$ cat config.mk
export PLATFORM = sky130hd
export DESIGN_NAME = integer_square_root
export DESIGN_NICKNAME = d
export VERILOG_FILES = /design/src/design/isr_pkg.sv /design/src/design/isr_cell.sv /design/src/design/isr_round.sv /design/src/design/integer_square_root.sv
export SDC_FILE = /design/constraint.sdc
export NUM_CORES = 1
export LEC_CHECK = 0
export ABC_AREA = 1
export ABC_CLOCK_PERIOD_IN_PS = 4820
export BUFFER_PORTS_ARGS = -buffer_cell sky130_fd_sc_hd__buf_4
export CAP_MARGIN = 25
export CELL_PAD_IN_SITES_DETAIL_PLACEMENT = 2
export CELL_PAD_IN_SITES_GLOBAL_PLACEMENT = 2
export CORE_MARGIN = 2
export CORE_UTILIZATION = 40
export DETAILED_ROUTE_END_ITERATION = 10
export PLACE_DENSITY_LB_ADDON = 0.1
export RECOVER_POWER = 50
export SLEW_MARGIN = 20
export SYNTH_ARGS = -nofsm -noshare
export SYNTH_HDL_FRONTEND = slang
export SYNTH_HIERARCHICAL = 1
export SYNTH_SLANG_ARGS = --single-unit
$ cat constraint.sdc
create_clock -name i_clk -period 4.82 [get_ports i_clk]
set_input_delay 0.482 -clock i_clk [delete_from_list [all_inputs] [get_ports i_clk]]
set_output_delay 0.482 -clock i_clk [all_outputs]
set_load 0.005 [all_outputs]
$ cat src/design/isr_pkg.sv
// Shared widths and the per-cell data record for the square root pipeline.
`default_nettype none

package isr_pkg;

    localparam int RADICAND_W = 32;
    localparam int STEPS      = RADICAND_W / 2;
    localparam int PART_W     = STEPS;
    localparam int REM_W      = STEPS + 1;
    localparam int ROOT_W     = STEPS + 1;

    typedef struct packed {
        logic                  cmd;
        logic [REM_W-1:0]      rem;
        logic [PART_W-1:0]     part;
        logic [RADICAND_W-1:0] bits;
    } t_cell_data;

endpackage

`default_nettype wire

$ cat src/design/isr_cell.sv
// One digit-by-digit step: bring down two radicand bits and try the next root bit.
`default_nettype none

module isr_cell (
    input  wire                 i_clk,
    input  wire                 i_rst_n,
    input  wire                 i_valid,
    input  isr_pkg::t_cell_data i_data,
    output logic                o_valid,
    output isr_pkg::t_cell_data o_data
);
    import isr_pkg::*;

    logic                  r_valid;
    t_cell_data            r_data;
    t_cell_data            n_data;
    logic [REM_W+1:0]      w_work;
    logic [REM_W+1:0]      w_trial;
    logic [REM_W+1:0]      w_diff;
    logic                  w_fit;

    // Remainder with the next two radicand bits appended, against 4*root + 1.
    assign w_work  = {i_data.rem, i_data.bits[RADICAND_W-1 -: 2]};
    assign w_trial = {1'b0, i_data.part, 2'b01};
    assign w_fit   = (w_work >= w_trial);
    assign w_diff  = w_work - w_trial;

    always_comb begin
        n_data.cmd  = i_data.cmd;
        n_data.rem  = w_fit ? w_diff[REM_W-1:0] : w_work[REM_W-1:0];
        n_data.part = {i_data.part[PART_W-2:0], w_fit};
        n_data.bits = {i_data.bits[RADICAND_W-3:0], 2'b00};
    end

    always_ff @(posedge i_clk) begin
        if (!i_rst_n) begin
            r_valid <= 1'b0;
        end else begin
            r_valid <= i_valid;
        end
    end

    always_ff @(posedge i_clk) begin
        r_data <= n_data;
    end

    assign o_valid = r_valid;
    assign o_data  = r_data;

    // Remainder never exceeds twice the partial root.
    a_rem_bound: assert property (@(posedge i_clk) disable iff (!i_rst_n)
        r_valid |-> ({1'b0, r_data.rem} <= {1'b0, r_data.part, 1'b0}))
        else $error("isr_cell: remainder above twice the partial root");

endmodule

`default_nettype wire

$ cat src/design/isr_round.sv
// Output stage: optional round-to-nearest and the registered result strobe.
`default_nettype none

module isr_round (
    input  wire                         i_clk,
    input  wire                         i_rst_n,
    input  wire                         i_valid,
    input  isr_pkg::t_cell_data         i_data,
    output logic                        o_done,
    output logic [isr_pkg::ROOT_W-1:0]  o_root
);
    import isr_pkg::*;

    logic              r_done;
    logic [ROOT_W-1:0] r_root;
    logic [ROOT_W-1:0] n_root;
    logic [ROOT_W-1:0] w_floor;
    logic              w_up;

    assign w_floor = {1'b0, i_data.part};
    // Round up when the remainder exceeds the floor root; no ties exist.
    assign w_up    = i_data.cmd && (i_data.rem > w_floor);
    assign n_root  = w_floor + ROOT_W'(w_up);

    always_ff @(posedge i_clk) begin
        if (!i_rst_n) begin
            r_done <= 1'b0;
        end else begin
            r_done <= i_valid;
        end
    end

    always_ff @(posedge i_clk) begin
        r_root <= n_root;
    end

    assign o_done = r_done;
    assign o_root = r_root;

endmodule

`default_nettype wire

$ cat src/design/integer_square_root.sv
// Top level: 32-bit unsigned square root as a row of 16 step cells and a rounding stage.
// A request passes the 16 cell registers and then the round register before o_done.
// Throughput: one request per cycle; each cell row does one root bit, so o_busy stays low.
// Results show for exactly one cycle on o_root with o_done; the receiver cannot stall.
// Reset (i_rst_n low, synchronous) clears only the valid bits of every row.
`default_nettype none

module integer_square_root (
    input  wire                         i_clk,
    input  wire                         i_rst_n,
    input  wire                         i_start,
    output logic                        o_busy,
    input  wire [isr_pkg::RADICAND_W-1:0] i_radicand,
    input  wire                         i_command,
    output logic                        o_done,
    output logic [isr_pkg::ROOT_W-1:0]  o_root
);
    import isr_pkg::*;

    // Chain taps: index 0 is the incoming request, index STEPS the last cell.
    logic       w_valid [STEPS+1];
    t_cell_data w_data  [STEPS+1];
    logic       w_accept;

    // Every row advances every cycle, so a new request is always welcome.
    assign o_busy   = 1'b0;
    assign w_accept = i_start && !o_busy;

    // Seed the chain: empty remainder and root, radicand bits queued at the top.
    assign w_valid[0]     = w_accept;
    assign w_data[0].cmd  = i_command;
    assign w_data[0].rem  = '0;
    assign w_data[0].part = '0;
    assign w_data[0].bits = i_radicand;

    // One cell per root bit, most significant first.
    for (genvar g = 0; g < STEPS; g++) begin : g_cell
        isr_cell u_cell (
            .i_clk   (i_clk),
            .i_rst_n (i_rst_n),
            .i_valid (w_valid[g]),
            .i_data  (w_data[g]),
            .o_valid (w_valid[g+1]),
            .o_data  (w_data[g+1])
        );
    end

    // Apply rounding mode and hold the result for its single strobe cycle.
    isr_round u_round (
        .i_clk   (i_clk),
        .i_rst_n (i_rst_n),
        .i_valid (w_valid[STEPS]),
        .i_data  (w_data[STEPS]),
        .o_done  (o_done),
        .o_root  (o_root)
    );

    // Each strobe traces back to a request accepted at the head of the cell chain.
    a_done_from_req: assert property (@(posedge i_clk) disable iff (!i_rst_n)
        o_done |-> $past(w_accept, STEPS + 1))
        else $error("integer_square_root: result without matching request");

    // A rounded root never goes past 2^16.
    a_root_range: assert property (@(posedge i_clk) disable iff (!i_rst_n)
        o_done |-> (!o_root[ROOT_W-1] || (o_root[ROOT_W-2:0] == '0)))
        else $error("integer_square_root: root out of range");

endmodule

`default_nettype wire

Word level (Yosys, flattened, before mapping)
Cells that the tools add are included.
Storage, ports and cells
  flip-flop bits (word level): 684
  word-level logic and storage cells: 133
Cells by class
  $add $sub $neg: 17
  order comparisons: 17
  muxes and demuxes: 16
  reductions and logical operators: 1
Operator list (number)
  2-to-1 mux 17 bit: 15
  greater-or-equal comparator 19 x 10 -> 1 bit: 1
  greater-or-equal comparator 19 x 11 -> 1 bit: 1
  greater-or-equal comparator 19 x 12 -> 1 bit: 1
  greater-or-equal comparator 19 x 13 -> 1 bit: 1
  greater-or-equal comparator 19 x 14 -> 1 bit: 1
  greater-or-equal comparator 19 x 15 -> 1 bit: 1
  greater-or-equal comparator 19 x 16 -> 1 bit: 1
  greater-or-equal comparator 19 x 17 -> 1 bit: 1
  greater-or-equal comparator 19 x 3 -> 1 bit: 1
  greater-or-equal comparator 19 x 4 -> 1 bit: 1
  greater-or-equal comparator 19 x 5 -> 1 bit: 1
  greater-or-equal comparator 19 x 6 -> 1 bit: 1
  greater-or-equal comparator 19 x 7 -> 1 bit: 1
  greater-or-equal comparator 19 x 8 -> 1 bit: 1
  greater-or-equal comparator 19 x 9 -> 1 bit: 1
  adder 16 x 1 -> 17 bit: 1
  > comparator 17 x 16 -> 1 bit: 1
  subtractor 17 x 10 -> 17 bit: 1
  subtractor 17 x 11 -> 17 bit: 1
  subtractor 17 x 12 -> 17 bit: 1
  subtractor 17 x 13 -> 17 bit: 1
  subtractor 17 x 14 -> 17 bit: 1
  subtractor 17 x 15 -> 17 bit: 1
  other kinds (13): 13

Longest topological paths before layout
  depth after elaboration: 3
  gate-level depth with buffers: 19

By module
The synthesis kept the hierarchy.
By module, submodules not included
  isr_cell: times used 16, cells an instance 364, area each 2870.3 µm², sequential area each 1301.2 µm²
  isr_round: times used 1, cells an instance 154, area each 1209.9 µm², sequential area each 360.3 µm²
  integer_square_root: times used 1, cells an instance 2, area each 11.3 µm², sequential area each 0.0 µm²

Worst setup path before layout
No wires, ideal clock.
  path kind: reg-to-reg
  from: reg g_cell[15].u_cell.r_data, in the netlist g_cell[15].u_cell/o_data[36]
  to: reg u_round.r_root[13], in the netlist u_round/o_root[13]
  library setup time: 0.118 ns
  data arrival time: 2.136 ns
  required time: 4.702 ns
  path slack: 2.566 ns
  stages on the path, launching flop included: 19
  buffers on the path: 0
  period minus slack after synthesis: 2.254 ns
  cells stage by stage: dfxtp_1 inv_1 ha_1 nand2_1 inv_1 nand2_1 nand2_1 nand2_1 nand2_1 nand2_1 a21oi_1 ha_1 nand2_2 nor2_4 nand2_4 nor2_4 nand2_2 nor3_1 nor2_1
On the way
  longest elaborated chain between the ends: 3
RTL lines
  start: declaration: line isr_cell.sv:15  | t_cell_data r_data;
  start signal: assignment: line isr_cell.sv:44  | r_data <= n_data;
  > comparator 17 x 16 -> 1 bit: line isr_round.sv:22  | assign w_up = i_data.cmd && (i_data.rem > w_floor);
  logical AND 1 bit: line isr_round.sv:22
  adder 16 x 1 -> 17 bit *: line isr_round.sv:23  | assign n_root = w_floor + ROOT_W'(w_up);
  via u_round.n_root[13]: line isr_round.sv:16  | logic [ROOT_W-1:0] n_root;
  end signal: assignment: line isr_round.sv:34  | r_root <= n_root;
  end: declaration: line isr_round.sv:15  | logic [ROOT_W-1:0] r_root;
The timed path passes the listed nets; every way through them passes the cells marked *.
A chain may end at the register's enable or synchronous reset.

Final worst setup path
Same ends and word-level chain as after synthesis.

==> tab_implementation.tex <==
\begin{tabular}{lr}
\hline
Metric & Value \\
\hline
\multicolumn{2}{l}{\textbf{STA}} \\
Count of final hold-check violations & 0 \\
Post-route clock period utilization & 59.1\% \\
Clock Skew & 0.0261 ns \\
Final min period & 2.85 ns \\
Peak clock frequency supported by timing & 351 MHz \\
Slew @ Worst Pin & 0.644 ns \\
Worst slew margin relative to its limit & 57.0\% \\
Sum of negative setup slack & 0 ns \\
RSZ-0062 raised after global routing & no \\
Max-slew violations & 0 \\
Final setup violating endpoints & 0 \\
\multicolumn{2}{l}{\textbf{Critical path}} \\
Capture instance of the worst register-to-register path & u\_round/o\_root[13] \\
Number of cells on the worst reg-to-reg path & 17 \\
Crit path launch & g\_cell[15].u\_cell/o\_data[36] \\
Startpoint type of the worst setup path & flop \\
Sort of element at the end of the critical path & flop \\
Kind of critical path & flop to flop \\
Capturing instance or port of the critical path & u\_round/o\_root[13] \\
Worst setup slack for register-to-register paths & 1.97 ns \\
Startpoint of the lowest-slack register-to-register path & g\_cell[15].u\_cell/o\_data[36] \\
Worst endpoint required time & 5.38 ns \\
Biggest fanout along the worst timing path & 4 \\
Worst EP arrival & 3.41 ns \\
\multicolumn{2}{l}{\textbf{Detailed routing}} \\
1st-pass router iterations & 5 \\
ANT nets after route & 0 \\
Via count of the routed design & 35900 \\
DRT iter0 DRCs & 1269 \\
Detailed-route wire length & 145000 µm \\
DRC & 0 \\
Vias per std cell & 4.89 \\
Avg WL per Cell & 19.8 µm \\
\multicolumn{2}{l}{\textbf{Pwr}} \\
Switching share of power & 49.8\% \\
Internal Power & 0.0200 W \\
Power share of the sequential group & 26.5\% \\
Switch Pwr & 0.0199 W \\
Power per cell area & 846 nW/µm² \\
Logic pwr share & 55.6\% \\
Pwr Total & 0.0399 W \\
Leak & 26.3 nW \\
Clock power share & 17.9\% \\
Maximum ir drop on the vdd rail & 518 µV \\
\multicolumn{2}{l}{\textbf{Finish}} \\
Core utilization of the finished layout & 45.4\% \\
Final Instance Area & 47200 µm² \\
Most used cells in the layout excluding fill and tap cells & nand2\_1 (1905), inv\_1 (1037), dfxtp\_1 (818), nand3\_1 (484), ha\_1 (306) \\
Total Nets Final & 6226 \\
Final instance count without filler cells & 7334 \\
Number of diodes & 0 \\
Most frequent standard cell in the layout excluding fill and tap cells & nand2\_1 \\
Share of final-layout standard cells stronger than drive strength 1 & 13.0\% \\
Area Growth Syn to Fin & 12.3\% \\
\multicolumn{2}{l}{\textbf{Floorplan}} \\
Initial core utilization & 40.4\% \\
DIE WIDTH & 328 µm \\
Die area & 108000 µm² \\
Height of the die & 328 µm \\
Number of placement rows & 118 \\
Std-Cell Core Area & 104000 µm² \\
I/O pin count & 55 \\
\multicolumn{2}{l}{\textbf{GRT}} \\
GRT Util Overall & 27.0\% \\
Initial antenna violation count & 7 \\
Maximum number of pins on one net before global-route repair & 19 \\
Overall overflow remaining after global route & 0 \\
Via count of the first global-routing pass & 40600 \\
Global-route wire length before repair & 229000 µm \\
\multicolumn{2}{l}{\textbf{Clock tree}} \\
Buffer levels on the longest clock path & 3 \\
Clock latency on the worst-skew pair & 0.69 ns \\
Post-cts hold buffer count & 32 \\
Post-CTS clock slew at the launch and capture registers of the worst setup and hold paths & 0.06 ns \\
TritonCTS Sinks & 818 \\
H-tree depth & 3 \\
Clock tree from TritonCTS & done \\
Post-cts repair resize count & 0 \\
Post CTS Setup Buffer Count & 0 \\
CTS root buf & clkbuf\_16 \\
Clock buffer count from CTS & 90 \\
\multicolumn{2}{l}{\textbf{Place}} \\
Dpl cell area & 43800 µm² \\
Placer Congestion & 0.838 \\
Buffers on Ports & 53 \\
Number of placed instances, taps included & 7140 \\
Total half-perimeter wirelength after legalization and detailed placement & 112000 µm \\
\multicolumn{2}{l}{\textbf{Logic synthesis}} \\
Syn Inst Count & 5692 \\
Post-Syn Area & 42000 µm² \\
Number of warnings reported in the yosys synthesis log & 6 \\
Per-instance average area after synthesis & 7.39 µm² \\
\multicolumn{2}{l}{\textbf{Flow run}} \\
Maxcap violations & 0 \\
\multicolumn{2}{l}{\textbf{Outcome}} \\
Result of the run & complete, no violations \\
\multicolumn{2}{l}{\textbf{Min path}} \\
Path type of the worst min-delay path & input pin to flop \\
\hline
\end{tabular}
[power groups by stage]
stage	registers (W)	logic (W)	clock network (W)
CTS	0.0106	0.0223	0.00732
finish	0.0106	0.0222	0.00716
global placement	0.0106	0.0205	0
floorplan	0.00963	0.0163	0
global route	0.0107	0.0249	0.00762
detailed placement	0.0106	0.0217	0
[how the worst min path moves through the flow]
stage                                startpoint                           end  cells past startpoint
finish                           i_radicand[31]   g_cell[0].u_cell/o_data[49]                      3
global route                     i_radicand[31]   g_cell[0].u_cell/o_data[49]                      3
CTS                              i_radicand[31]   g_cell[0].u_cell/o_data[49]                      3
detailed placement  g_cell[4].u_cell/o_data[13]   g_cell[5].u_cell/o_data[15]                      0
global placement    g_cell[8].u_cell/o_data[18]   g_cell[9].u_cell/o_data[20]                      0
floorplan           g_cell[9].u_cell/o_data[20]  g_cell[10].u_cell/o_data[22]                      0
[through the flow]
step	setup slack, ns	hold WS [ns]
2_1_floorplan	2.57	0.310
3_3_place_gp	2.23	0.310
3_5_place_dp	2.05	0.313
4_1_cts	2.01	0.0470
5_1_grt	1.81	0.0625
6_report	1.97	0.0693
[cell type report]
type                    count  area (µm²)
clock buffers             120        2530
clock inverters            42         524
fillers                 12200       56700
inverters                1101        4130
multi-input cells        3788       21200
flip-flops and latches    818       16400
well taps                1380        1730
repair buffers             85         718
[worst max-delay path: stages (launching register included)]
cell and delay, ns:
dfxtp_1 0.49, inv_1 0.09, ha_1 0.35, nand2_1 0.15, inv_1 0.08, nand2_1 0.10
nor2_1 0.07, nand3_1 0.11, nand2_1 0.06, a21oi_1 0.21, ha_1 0.26, nand2_2 0.10
nor2_4 0.13, nand2_4 0.09, nor2_4 0.13, nand2_2 0.10, nor3_1 0.15, nor2_1 0.07
[registers in the layout (all words and copies together) (netlist names)]
signal and cells:
g_cell.u_cell/o_data 784, u_round/o_root 17, u_round/o_done 1, g_cell.u_cell/o_valid 16
[metal layers]
layer,share of wire (%),GRT usage [%],up-vias
met3,2.5,3.22,253
met5,0.023,0,-
met4,3.1,8.24,4
met1,43,31.9,17500
li1,-,-,17700
met2,51,50.5,429
No activity file was read; power rests on OpenSTA's default activity.
